`config.mk`:
```
export PLATFORM = sky130hd
export DESIGN_NAME = grc_ctrl
export DESIGN_NICKNAME = d
export VERILOG_FILES = /design/src/rtl/grc_pkg.sv /design/src/rtl/grc_ctrl.sv
export SDC_FILE = /design/constraint.sdc
export NUM_CORES = 1
export LEC_CHECK = 0
export ABC_AREA = 1
export BUFFER_PORTS_ARGS = -buffer_cell sky130_fd_sc_hd__buf_4
export CORE_MARGIN = 2
export CORE_UTILIZATION = 30
export CTS_CLUSTER_SIZE = 10
export DETAILED_ROUTE_END_ITERATION = 8
export MAX_ROUTING_LAYER = met4
export PLACE_DENSITY = 0.63
export SLEW_MARGIN = 10
export SYNTH_ARGS = -nofsm -noshare
export SYNTH_HDL_FRONTEND = slang
export SYNTH_SLANG_ARGS = --single-unit
```
`constraint.sdc`:
```
create_clock -name i_clk -period 2.3 [get_ports i_clk]
set_input_delay 0.575 -clock i_clk [delete_from_list [all_inputs] [get_ports i_clk]]
set_output_delay 0.575 -clock i_clk [all_outputs]
set_load 0.1 [all_outputs]
```
`src/rtl/grc_pkg.sv`:
```
package grc_pkg;

    localparam int GRID_W_DEF = 64;
    localparam int GRID_H_DEF = 64;
    localparam int WALK_EXTRA = 130;
    localparam int COORD_W    = 10;
    localparam int DIV_NUM_W  = 40;
    localparam int DIV_DEN_W  = 32;
    localparam int CFG_IDX_W  = 3;
    localparam int CFG_DATA_W = 16;

    localparam logic [31:0] DIST_MAX = 32'hFFFF_FFFF;

    localparam logic [7:0] RED_R  = 8'd230;
    localparam logic [7:0] RED_G  = 8'd41;
    localparam logic [7:0] RED_B  = 8'd55;
    localparam logic [7:0] BLUE_R = 8'd0;
    localparam logic [7:0] BLUE_G = 8'd121;
    localparam logic [7:0] BLUE_B = 8'd241;
    localparam logic [7:0] CODE_RED = 8'd1;

    typedef enum logic [2:0] {
        CFG_VIEWER_X, CFG_VIEWER_Y, CFG_FACING_X, CFG_FACING_Y,
        CFG_PLANE_DX, CFG_PLANE_DY, CFG_SCREEN_W, CFG_SCREEN_H
    } t_cfg_idx;

    typedef enum logic [2:0] {
        DIV_CAM, DIV_DX, DIV_DY, DIV_DIST, DIV_LH
    } t_div_sel;

    typedef struct packed {
        logic        action;
        logic [5:0]  cell_x;
        logic [5:0]  cell_y;
        logic [7:0]  cell_value;
        logic [10:0] column;
    } t_in_item;

    typedef struct packed {
        logic [10:0] out_column;
        logic        hit;
        logic [10:0] span_top;
        logic [10:0] span_bottom;
        logic        side_hit;
        logic [7:0]  wall_code;
        logic [7:0]  red;
        logic [7:0]  green;
        logic [7:0]  blue_level;
    } t_out_item;

    typedef struct packed {
        logic     clear_wr;
        logic     cell_wr;
        logic     take_item;
        logic     div_start;
        t_div_sel div_sel;
        logic     mul_ray;
        logic     ray_sum;
        logic     side_mul;
        logic     side_init;
        logic     walk_step;
        logic     dist_prep;
        logic     load_out;
        logic     out_hit;
    } t_cmd;

    typedef struct packed {
        logic clear_last;
        logic div_done;
        logic out_of_map;
        logic cell_nonzero;
        logic walk_last;
    } t_sts;

    // Saturate a wide quotient to unsigned Q16.16.
    function automatic logic [31:0] sat32(input logic [DIV_NUM_W-1:0] v);
        return (|v[DIV_NUM_W-1:32]) ? DIST_MAX : v[31:0];
    endfunction

endpackage

```
`src/rtl/grc_ctrl.sv`:
```
module grc_ctrl (
    input  logic          i_clk,
    input  logic          i_rst_n,
    input  logic          i_in_valid,
    input  logic          i_in_cast,
    input  logic          i_out_stall,
    input  grc_pkg::t_sts i_sts,
    output logic          o_in_stall,
    output logic          o_out_valid,
    output grc_pkg::t_cmd o_cmd
);
    import grc_pkg::*;

    typedef enum logic [4:0] {
        S_CLEAR, S_IDLE, S_CAM_GO, S_CAM_WAIT, S_MUL, S_RAY,
        S_DX_GO, S_DX_WAIT, S_DY_GO, S_DY_WAIT, S_SIDE_MUL, S_SIDE_INIT,
        S_STEP, S_READ, S_CHECK, S_DIST_PREP, S_DIST_GO, S_DIST_WAIT,
        S_LH_GO, S_LH_WAIT, S_FINISH
    } t_state;

    t_state r_state, n_state;
    logic   r_hit, n_hit;
    logic   r_out_valid, n_out_valid;
    logic   w_accept, w_load;

    assign w_accept = i_in_valid && (r_state == S_IDLE);
    assign w_load   = (r_state == S_FINISH) && (!r_out_valid || !i_out_stall);

    always_comb begin
        n_state = r_state;
        n_hit   = r_hit;
        o_cmd   = '0;
        o_cmd.div_sel = DIV_CAM;
        unique case (r_state)
            S_CLEAR: begin
                o_cmd.clear_wr = 1'b1;
                if (i_sts.clear_last) n_state = S_IDLE;
            end
            S_IDLE: begin
                o_cmd.cell_wr   = w_accept && !i_in_cast;
                o_cmd.take_item = w_accept && i_in_cast;
                if (w_accept && i_in_cast) n_state = S_CAM_GO;
            end
            S_CAM_GO: begin
                o_cmd.div_start = 1'b1;
                n_state = S_CAM_WAIT;
            end
            S_CAM_WAIT: if (i_sts.div_done) n_state = S_MUL;
            S_MUL: begin
                o_cmd.mul_ray = 1'b1;
                n_state = S_RAY;
            end
            S_RAY: begin
                o_cmd.ray_sum = 1'b1;
                n_state = S_DX_GO;
            end
            S_DX_GO: begin
                o_cmd.div_start = 1'b1;
                o_cmd.div_sel   = DIV_DX;
                n_state = S_DX_WAIT;
            end
            S_DX_WAIT: if (i_sts.div_done) n_state = S_DY_GO;
            S_DY_GO: begin
                o_cmd.div_start = 1'b1;
                o_cmd.div_sel   = DIV_DY;
                n_state = S_DY_WAIT;
            end
            S_DY_WAIT: if (i_sts.div_done) n_state = S_SIDE_MUL;
            S_SIDE_MUL: begin
                o_cmd.side_mul = 1'b1;
                n_state = S_SIDE_INIT;
            end
            S_SIDE_INIT: begin
                o_cmd.side_init = 1'b1;
                n_state = S_STEP;
            end
            S_STEP: begin
                o_cmd.walk_step = 1'b1;
                n_state = S_READ;
            end
            S_READ: begin
                if (i_sts.out_of_map) begin
                    n_hit   = 1'b0;
                    n_state = S_FINISH;
                end else begin
                    n_state = S_CHECK;
                end
            end
            S_CHECK: begin
                if (i_sts.cell_nonzero) begin
                    n_hit   = 1'b1;
                    n_state = S_DIST_PREP;
                end else if (i_sts.walk_last) begin
                    n_hit   = 1'b0;
                    n_state = S_FINISH;
                end else begin
                    n_state = S_STEP;
                end
            end
            S_DIST_PREP: begin
                o_cmd.dist_prep = 1'b1;
                n_state = S_DIST_GO;
            end
            S_DIST_GO: begin
                o_cmd.div_start = 1'b1;
                o_cmd.div_sel   = DIV_DIST;
                n_state = S_DIST_WAIT;
            end
            S_DIST_WAIT: if (i_sts.div_done) n_state = S_LH_GO;
            S_LH_GO: begin
                o_cmd.div_start = 1'b1;
                o_cmd.div_sel   = DIV_LH;
                n_state = S_LH_WAIT;
            end
            S_LH_WAIT: if (i_sts.div_done) n_state = S_FINISH;
            S_FINISH: begin
                o_cmd.load_out = w_load;
                o_cmd.out_hit  = r_hit;
                if (w_load) n_state = S_IDLE;
            end
            default: n_state = S_IDLE;
        endcase
    end

    always_comb begin
        n_out_valid = r_out_valid;
        if (r_out_valid && !i_out_stall) n_out_valid = 1'b0;
        if (w_load) n_out_valid = 1'b1;
    end

    always_ff @(posedge i_clk) begin
        if (!i_rst_n) begin
            r_state     <= S_CLEAR;
            r_hit       <= 1'b0;
            r_out_valid <= 1'b0;
        end else begin
            r_state     <= n_state;
            r_hit       <= n_hit;
            r_out_valid <= n_out_valid;
        end
    end

    assign o_in_stall  = r_state != S_IDLE;
    assign o_out_valid = r_out_valid;
endmodule
```
==> impl_metrics.ini, run 1 <==
[setup_path]
crit_start = r_state[4]
crit_type = register to primary output
start_kind = register
critPathArrivalTime_ns = 1.58
cp_max_fo = 10
reg2reg_slack_ns = 0.62
r2r_start = r_state[4]
reg2reg_to = r_state[1]
setup.worst_path.end_class = primary output
r2r_cells = 8
required_ns = 1.73

[logic_synthesis]
syn-num-nets = 153
synth_ff_type = dfxtp_1
async_flop_share_pct = 0
seq_area_frac_synth_pct = 17.7
synth_cell_types = 22
synth-edff-count = 0
avgSynthCellArea_sq_um = 5.55
ys_seq_elements = 7
yosysTopAreaCell = dfxtp_1
synthCells = 143
yosys-top-cells-area = dfxtp_1, nand2_1, nor2_1, inv_1, nand3_1
yosysWarnings = 0
synth_top_cell_area_share_pct = 17.7
syn_area_sq_um = 793

[place]
place_ws_ns = 0.299
gp_congestion = 0.863
portBuffers = 26
dpl-instance-area_sq_um = 1030
dp.cells = 197
place_hpwl_um = 1870

[floorplan]
core_area_sq_um = 2500
dieArea_sq_um = 3070
initial_core_util_pct = 31.7
die_w_um = 55.4
dieHeight_um = 55.4
io_pins = 27
rows = 18

[clocking]
clk_path_buf_depth = 2
cts_resized = 0
cts_root_buf = clkbuf_4
post_cts.repair.setup_buffers = 0
path_clk_slew_ns = 0.05
cts_tree = done
cts.sinks = 7
hold_buffers = 0
numCtsBuffers = 3
clk_latency_ns = 0.25
htreeDepth = 1

[drt]
wire_per_inst_um = 11.2
drtIter0Drc = 16
finalWirelength_um = 2260
vias = 1007
via_per_inst = 5.01
post-route-drc-count = 0
firstDrtPassIters = 4
ant_nets = 0

[cells_and_area]
final_common_cell = nand2_1
fin_util_pct = 43.1
finalNetCount = 182
antenna_cells = 0
syn_to_final_growth_pct = 35.8
finalNonFillerCells = 201
drive_gt1_share_pct = 32.7
stdcell_area_sq_um = 1080
final_cell_mix = nand2_1, buf_4, inv_1, nor2_1, nand3_1
fill_cells = 281

[sta]
setup_ws_ns = 0.147
setup_viol = 0
final.setup.tns_ns = 0
max_freq_mhz = 465
slew_violations = 0
worst_pin_slew_ns = 0.450
layout_min_cycle_time_ns = 2.15
rsz0062_at_grt = false
clock_skew_ns = 0.000547
worst_hold_slack_ns = 0.513
min_period_over_period_pct = 93.6
finalHoldViolations = 0
slew_headroom_pct = 70.0

[global_routing]
grt_pass1_wl_um = 3590
grt_pass1_vias = 803
antenna_found_initial = 0
gr-total-overflow = 0
grt_usage_pct = 14.5
grt_max_degree = 11

[worst_hold_path]
hold_start = r_hit
hold-path-endpoint = r_hit
hold_class = register to register
min_path_cells = 2

[status]
status = complete, no violations

[power]
leakage_nw = 0.572
total_power_mw = 0.791
p_per_area_nw_per_um2 = 734
ir_drop_v = 0.000705

[flow_run]
cap_violations = 0
[how the worst max path moves through the flow]
stage | end | slack (ns) | cells past startpoint
2_1_floorplan | o_cmd[12] | -0.43 | 6
3_3_place_gp | o_cmd[11] | 0.35 | 7
3_5_place_dp | o_cmd[12] | 0.30 | 6
4_1_cts | o_cmd[12] | 0.03 | 6
5_1_grt | o_cmd[13] | 0.03 | 6
6_report | o_cmd[12] | 0.15 | 6
[layer usage]
metal	vias to the layer above	track usage (%)	part of all wire (%)
met4	0	4.53	1.9
met3	6	2.58	5.9
met5	-	-	0
met2	38	21.9	46
met1	443	19.5	46
li1	520	-	-
[cell type report]
class / count / area [sq um] / area share (%)
multi-input cells: 110 / 572 / 53.1
repair buffers: 27 / 214 / 19.9
flip-flops and latches: 7 / 141 / 13.1
inverters: 23 / 86.3 / 8.01
well taps: 30 / 37.5 / 3.48
clock buffers: 4 / 26.3 / 2.44
[cell usage after synthesis (2+ instances only)]
cell type  number
inv_1          21
buf_4           3
nor2_1         27
nor2_2          4
nand4_1         5
nand3_2         4
a21oi_1         9
nor2_4          2
dfxtp_1         7
nand2_1        31
o21ai_0         4
inv_2           2
nor3_1          4
nand3_1        12
[registers in the layout (all words and copies together) (netlist names)]
register     flops
r_state          5
o_out_valid      1
r_hit            1
[critical path: stages, from the launching register on]
cell     delay, ns
dfxtp_1       0.44
nor2_4        0.19
nand2_1       0.08
nor2_2        0.16
nand2_1       0.09
nor2_1        0.12
buf_6         0.24
[report_power, final]
group	leakage [nW]	switching [mW]	total [mW]	internal, mW
sequential	0.0573	0.0308	0.165	0.134
combinational	0.499	0.389	0.514	0.125
clock	0.0150	0.0458	0.112	0.0662
total	0.572	0.466	0.791	0.325
[logic make-up (layout without fill, tap and decap cells)]
kind of cell           Yosys count  in the layout  share of synthesized area [%]
AO/OA/AOI/OAI                   17             17                           11.7
buffers and inverters           26             54                           13.7
flip-flops                       7              7                           17.7
AND/OR/NAND/NOR                 93             93                           56.9
(Power assumes the default switching activity.)
==> run 2: changes to the inputs <==
--- a/config.mk
+++ b/config.mk
@@ -8,11 +8,12 @@
 export ABC_AREA = 1
 export BUFFER_PORTS_ARGS = -buffer_cell sky130_fd_sc_hd__buf_4
 export CORE_MARGIN = 2
-export CORE_UTILIZATION = 30
+export CORE_UTILIZATION = 45
 export CTS_CLUSTER_SIZE = 10
 export DETAILED_ROUTE_END_ITERATION = 8
 export MAX_ROUTING_LAYER = met4
-export PLACE_DENSITY = 0.63
+export PLACE_DENSITY = 0.84
+export REMOVE_ABC_BUFFERS = 1
 export SLEW_MARGIN = 10
 export SYNTH_ARGS = -nofsm -noshare
 export SYNTH_HDL_FRONTEND = slang
==> run 2 against run 1 <==
Critical path depth is 2 higher. Clock skew increased by 0.0033 ns. Routed wire length up 1.3%. Global-route usage increased by 10 points. Maximum frequency shrank 0.40%. Largest cell class unchanged.
==> impl_metrics.ini, run 2 (synthesized netlist as in run 1, its figures left out) <==
[status]
status = complete, no violations

[setup_path]
critPathMostFrequentCell = nand2_1
cp_max_fo = 6
critPathArrivalTime_ns = 1.59
required_ns = 1.73
crit_type = register to primary output
setup.worst_path.end_class = primary output
start_kind = register
crit_path_top_delay_cell = dfxtp_1
max_stage_delay_ns = 0.38
path_cells = inv_2, nand2_1, nor2_1, nand2_1, nand2_1, nor2_1, inv_1, buf_6

[global_routing]
gr-total-overflow = 0
grt_usage_pct = 24.5
grt_max_degree = 14
grt_pass1_wl_um = 3750
grt_pass1_vias = 903
antenna_found_initial = 0

[power]
p_per_area_nw_per_um2 = 754
leakage_nw = 0.566
netSwitchingFraction_pct = 58.5
internal_power_mw = 0.324
clock_power_share_pct = 14.4
p_sw_mw = 0.456
comb_power_share_pct = 65.0
power_frac_seq_pct = 20.6
ir_drop_v = 0.000411

[clocking]
clk_latency_ns = 0.25
clk_path_buf_depth = 2
cts_root_buf = clkbuf_4
htreeDepth = 1
cts.sinks = 7
path_clk_slew_ns = 0.05
numCtsBuffers = 3
cts_tree = done
hold_buffers = 0

[floorplan]
io_pins = 27
rows = 15
core_area_sq_um = 1690
die_w_um = 46.0
dieHeight_um = 46.0
initial_core_util_pct = 47.0
dieArea_sq_um = 2110

[drt]
post-route-drc-count = 0
drtIter0Drc = 41
via_per_inst = 5.47
ant_nets = 0
finalWirelength_um = 2290
firstDrtPassIters = 4
wire_per_inst_um = 12.2
vias = 1023

[cells_and_area]
fill_cells = 172
final_common_cell = nand2_1
syn_to_final_growth_pct = 30.6
finalNetCount = 181
final_cell_mix = nand2_1, nor2_1, buf_4, inv_1, nand3_1
antenna_cells = 0
stdcell_area_sq_um = 1040
largest-register = r_state
largest_reg_flops = 5
drive_gt1_share_pct = 28.8

[place]
place_hpwl_um = 1850
dpl-instance-area_sq_um = 987
portBuffers = 26
gp_congestion = 0.929

[sta]
clock_skew_ns = 0.00389
slew_headroom_pct = 79.1
min_period_over_period_pct = 94.0
worst_pin_slew_ns = 0.312
setup_viol = 0
max_freq_mhz = 463
rsz0062_at_grt = false
finalHoldViolations = 0
slew_violations = 0
layout_min_cycle_time_ns = 2.16
final.setup.tns_ns = 0

[worst_hold_path]
hold_class = register to register

[flow_run]
cap_violations = 0
run 2: cell types whose count changed in the layout (fill, tap and decap cells not counted):
| cell | before | now |
|---|---|---|
| buf_6 | 3 | 4 |
| nor2_2 | 10 | 6 |
| nand3_1 | 11 | 12 |
| o21ai_0 | 3 | 4 |
| dfxtp_1 | 6 | 5 |
| nor2_4 | 3 | 2 |
| nand3_2 | 5 | 4 |
| dfxtp_2 | 1 | 2 |
| inv_1 | 20 | 21 |
| buf_4 | 24 | 22 |
| inv_2 | 3 | 2 |
| nor2_1 | 20 | 25 |
| o21ai_1 | 2 | 1 |
run 2: per-layer routing:
| layer | part of all wire [%] | wire (um) | global-route usage [%] | vias to the layer above |
|---|---|---|---|---|
| met3 | 7.3 | 167 | 3.97 | 4 |
| met4 | 1.7 | 40 | 5.71 | 0 |
| li1 | - | - | - | 514 |
| met2 | 50 | 1140 | 40.0 | 51 |
| met5 | 0 | 0 | - | - |
| met1 | 41 | 938 | 31.2 | 454 |
run 2: area by class of cell:
class | count | area (sq um) | share of cell area (%)
Multi-Input combinational cell | 110 | 549 | 53.0
Timing Repair Buffer | 26 | 210 | 20.3
Sequential cell | 7 | 143 | 13.8
Inverter | 23 | 86.3 | 8.33
Clock buffer | 4 | 26.3 | 2.54
Tap cell | 17 | 21.3 | 2.05
run 2: timing repair:
action	4_1_cts	5_1_grt
setup endpoints to repair	0	4
resized for setup	0	8
endpoints found under the hold margin	0	0
buffers inserted	0	0
run 2: final timing paths:
| path | startpoint | end | slack [ns] | cells past startpoint |
|---|---|---|---|---|
| hold reg to reg | o_out_valid | o_out_valid | 0.52 | 2 |
| setup / recovery | r_state[2] | o_cmd[11] | 0.14 | 8 |
| setup reg to reg | r_state[1] | r_state[1] | 0.74 | 8 |
| hold / removal | o_out_valid | o_out_valid | 0.52 | 2 |
run 2: metrics by stage:
| stage | std cells | hold WS (ns) | util, % | worst slack [ns] | total power, mW |
|---|---|---|---|---|---|
| floorplan | 140 | 0.461 | - | -1.10 | 0.547 |
| global route | 187 | 0.564 | 61.3 | 0.0433 | 0.821 |
| finish | 187 | 0.519 | 61.3 | 0.139 | 0.781 |
| global placement | 183 | 0.485 | 58.4 | 0.354 | 0.648 |
| CTS | 187 | 0.522 | 60.0 | 0.0463 | 0.771 |
| detailed placement | 183 | 0.515 | 58.4 | 0.320 | 0.658 |
run 2: power groups by stage:
stage	logic, mW	registers [mW]	clock network, mW
6_report	0.508	0.161	0.112
2_1_floorplan	0.391	0.156	0
3_5_place_dp	0.496	0.162	0
5_1_grt	0.538	0.162	0.120
4_1_cts	0.497	0.159	0.115
3_3_place_gp	0.487	0.160	0
run 2: critical path, delay by kind of cell, from the launching register on:
kind | cells | cell delay (ns)
buf+inv | 3 | 0.44
flops | 1 | 0.38
simple gates | 5 | 0.50
==> run 3: changes to the inputs <==
--- a/config.mk
+++ b/config.mk
@@ -5,14 +5,13 @@
 export SDC_FILE = /design/constraint.sdc
 export NUM_CORES = 1
 export LEC_CHECK = 0
-export ABC_AREA = 1
+export ABC_AREA = 0
 export BUFFER_PORTS_ARGS = -buffer_cell sky130_fd_sc_hd__buf_4
 export CORE_MARGIN = 2
 export CORE_UTILIZATION = 45
 export CTS_CLUSTER_SIZE = 10
 export DETAILED_ROUTE_END_ITERATION = 8
-export MAX_ROUTING_LAYER = met4
-export PLACE_DENSITY = 0.84
+export PLACE_DENSITY = 0.87
 export REMOVE_ABC_BUFFERS = 1
 export SLEW_MARGIN = 10
 export SYNTH_ARGS = -nofsm -noshare
==> run 3 against run 2 <==
Non-clock buffer count rose by 4. Critical path type unchanged. Via count decreased by 20%. Clock skew about the same. Flip-flop and latch count unchanged. Highest routed layer unchanged. Critical endpoint is now o_cmd[1]. Sequential share of layout area increased by 2.1 points. Utilization increased by 7.4 points. Routed wire length down 20%. Setup slack worse by 0.047 ns. Area after synthesis is 17% lower. Total power down 9.7%. Global-route usage down 2.2 points.
==> impl_metrics.ini, run 3 <==
[status]
status = complete, no violations

[cells_and_area]
largest_reg_flops = 5
syn_to_final_growth_pct = 39.9
final_cell_mix = buf_4, nor2_1, nand2_1, inv_1, a21oi_1
antenna_cells = 0
final_common_cell = buf_4
multiInputGateArea_sq_um = 464
stdcell_area_sq_um = 917
drive_gt1_share_pct = 34.4
largest-register = r_state
finalNetCount = 133
fill_cells = 107
regArea_sq_um = 145
fin_util_pct = 68.8

[floorplan]
dieArea_sq_um = 1780
dieHeight_um = 42.2
rows = 13
io_pins = 27
core_area_sq_um = 1330
die_w_um = 42.2
initial_core_util_pct = 49.2

[sta]
setup_viol = 0
min_period_over_period_pct = 96.0
rsz0062_at_grt = false
slew_headroom_pct = 68.1
finalHoldViolations = 0
layout_min_cycle_time_ns = 2.21
clock_skew_ns = 0.00347
slew_violations = 0
worst_pin_slew_ns = 0.478
setup_ws_ns = 0.0919
max_freq_mhz = 453

[clocking]
clk_path_buf_depth = 2
cts.sinks = 7
path_clk_slew_ns = 0.05
numCtsBuffers = 3
clk_latency_ns = 0.25
cts_tree = done
post_cts.repair.setup_buffers = 0
cts_root_buf = clkbuf_4
hold_buffers = 0
htreeDepth = 1

[setup_path]
cp_max_fo = 4
reg2reg_to = r_state[0]
crit_start = r_state[4]
r2r_start = r_state[4]
crit_path_top_delay_cell = or4_4
max_stage_delay_ns = 0.58
setup.worst_path.end_class = primary output
reg2reg_slack_ns = 0.49
r2r_cells = 6
critPathArrivalTime_ns = 1.63
crit_type = register to primary output
required_ns = 1.73
start_kind = register
path_cells = inv_1, or4_4, a21oi_2, buf_6

[global_routing]
grt_pass1_wl_um = 3150
grt_usage_pct = 22.3
antenna_found_initial = 0
gr-total-overflow = 0
grt_max_degree = 18
grt_pass1_vias = 724

[worst_hold_path]
hold_start = r_hit
min_path_cells = 2
hold_class = register to register
hold-path-endpoint = r_hit

[place]
portBuffers = 26
gp_congestion = 0.899
dpl-instance-area_sq_um = 866
place_hpwl_um = 1380
place_ws_ns = 0.201

[power]
ir_drop_v = 0.000397
p_per_area_nw_per_um2 = 769
leakage_nw = 0.391
total_power_mw = 0.705

[drt]
post-route-drc-count = 0
via_per_inst = 5.96
firstDrtPassIters = 4
ant_nets = 0
finalWirelength_um = 1840
drtIter0Drc = 33
wire_per_inst_um = 13.4
vias = 816

[logic_synthesis]
ys_seq_elements = 7
synth_ff_type = dfxtp_1
synth_cell_types = 37
synthTopCellsByCount = nor2_1, a21oi_1, nand2_1
avgSynthCellArea_sq_um = 6.83
synth_top_cell_area_share_pct = 21.4
synthCells = 96
yosys-top-cells-area = dfxtp_1, nor2_1, a21oi_1, nand2_1, inv_1
seq_area_frac_synth_pct = 21.4
yosysMostFrequentCell = nor2_1
syn_area_sq_um = 656
yosysWarnings = 0
synth-edff-count = 0
async_flop_share_pct = 0
yosysTopAreaCell = dfxtp_1

[flow_run]
cap_violations = 0
[run 3: layout make-up]
| cell class | instances | area share [%] |
|---|---|---|
| Multi-Input combinational cell | 74 | 50.6 |
| Timing Repair Buffer | 30 | 25.8 |
| Sequential cell | 7 | 15.8 |
| Clock buffer | 4 | 2.86 |
| Inverter | 7 | 2.86 |
| Tap cell | 15 | 2.05 |
[run 3: logic make-up (layout without fill, tap and decap cells)]
kind of cell | after synthesis | count (layout) | synth area share, %
XOR/XNOR | 1 | 1 | 1.34
flip-flops | 7 | 7 | 21.4
AO/OA/AOI/OAI | 25 | 25 | 28.4
AND/OR/NAND/NOR | 47 | 47 | 38.2
buffers and inverters | 15 | 41 | 9.16
multiplexers | 1 | 1 | 1.53
[run 3: worst max-delay path by stage]
stage,to,depth (start not counted)
global route,o_cmd[5],4
floorplan,o_cmd[10],2
global placement,o_cmd[1],3
finish,o_cmd[1],4
detailed placement,o_cmd[1],3
CTS,o_cmd[12],5
[run 3: per-stage QoR]
step | setup TNS, ns | cells | hold slack, ns
6_report | 0 | 137 | 0.550
5_1_grt | 0 | 137 | 0.594
4_1_cts | 0 | 137 | 0.546
3_5_place_dp | 0 | 133 | 0.534
3_3_place_gp | 0 | 133 | 0.538
2_1_floorplan | -11.09 | 88 | 0.501
[run 3: where the power goes]
group / total [mW] / internal (mW) / switching (mW)
combinational: 0.447 / 0.127 / 0.320
clock: 0.111 / 0.0662 / 0.0446
sequential: 0.147 / 0.132 / 0.0146
[run 3: timing repair]
action / in CTS / in global routing
endpoints found under the setup margin: 4 / 5
resized for setup: 2 / 7
hold endpoints to repair: 0 / 0
[run 3: critical path, delay by kind of cell (launching register included)]
family	cells	cell delay, ns
AND/OR/NAND/NOR	1	0.58
flip-flops	1	0.34
buffers and inverters	2	0.32
AO/OA/AOI/OAI	1	0.15
[run 3: layer usage]
metal / vias up / track usage (%) / part of all wire (%)
li1: 404 / - / -
met1: 362 / 29.4 / 42
met2: 44 / 34.5 / 46
met3: 6 / 4.74 / 9.1
met4: 0 / 10.0 / 2.2
met5: - / 0 / 0
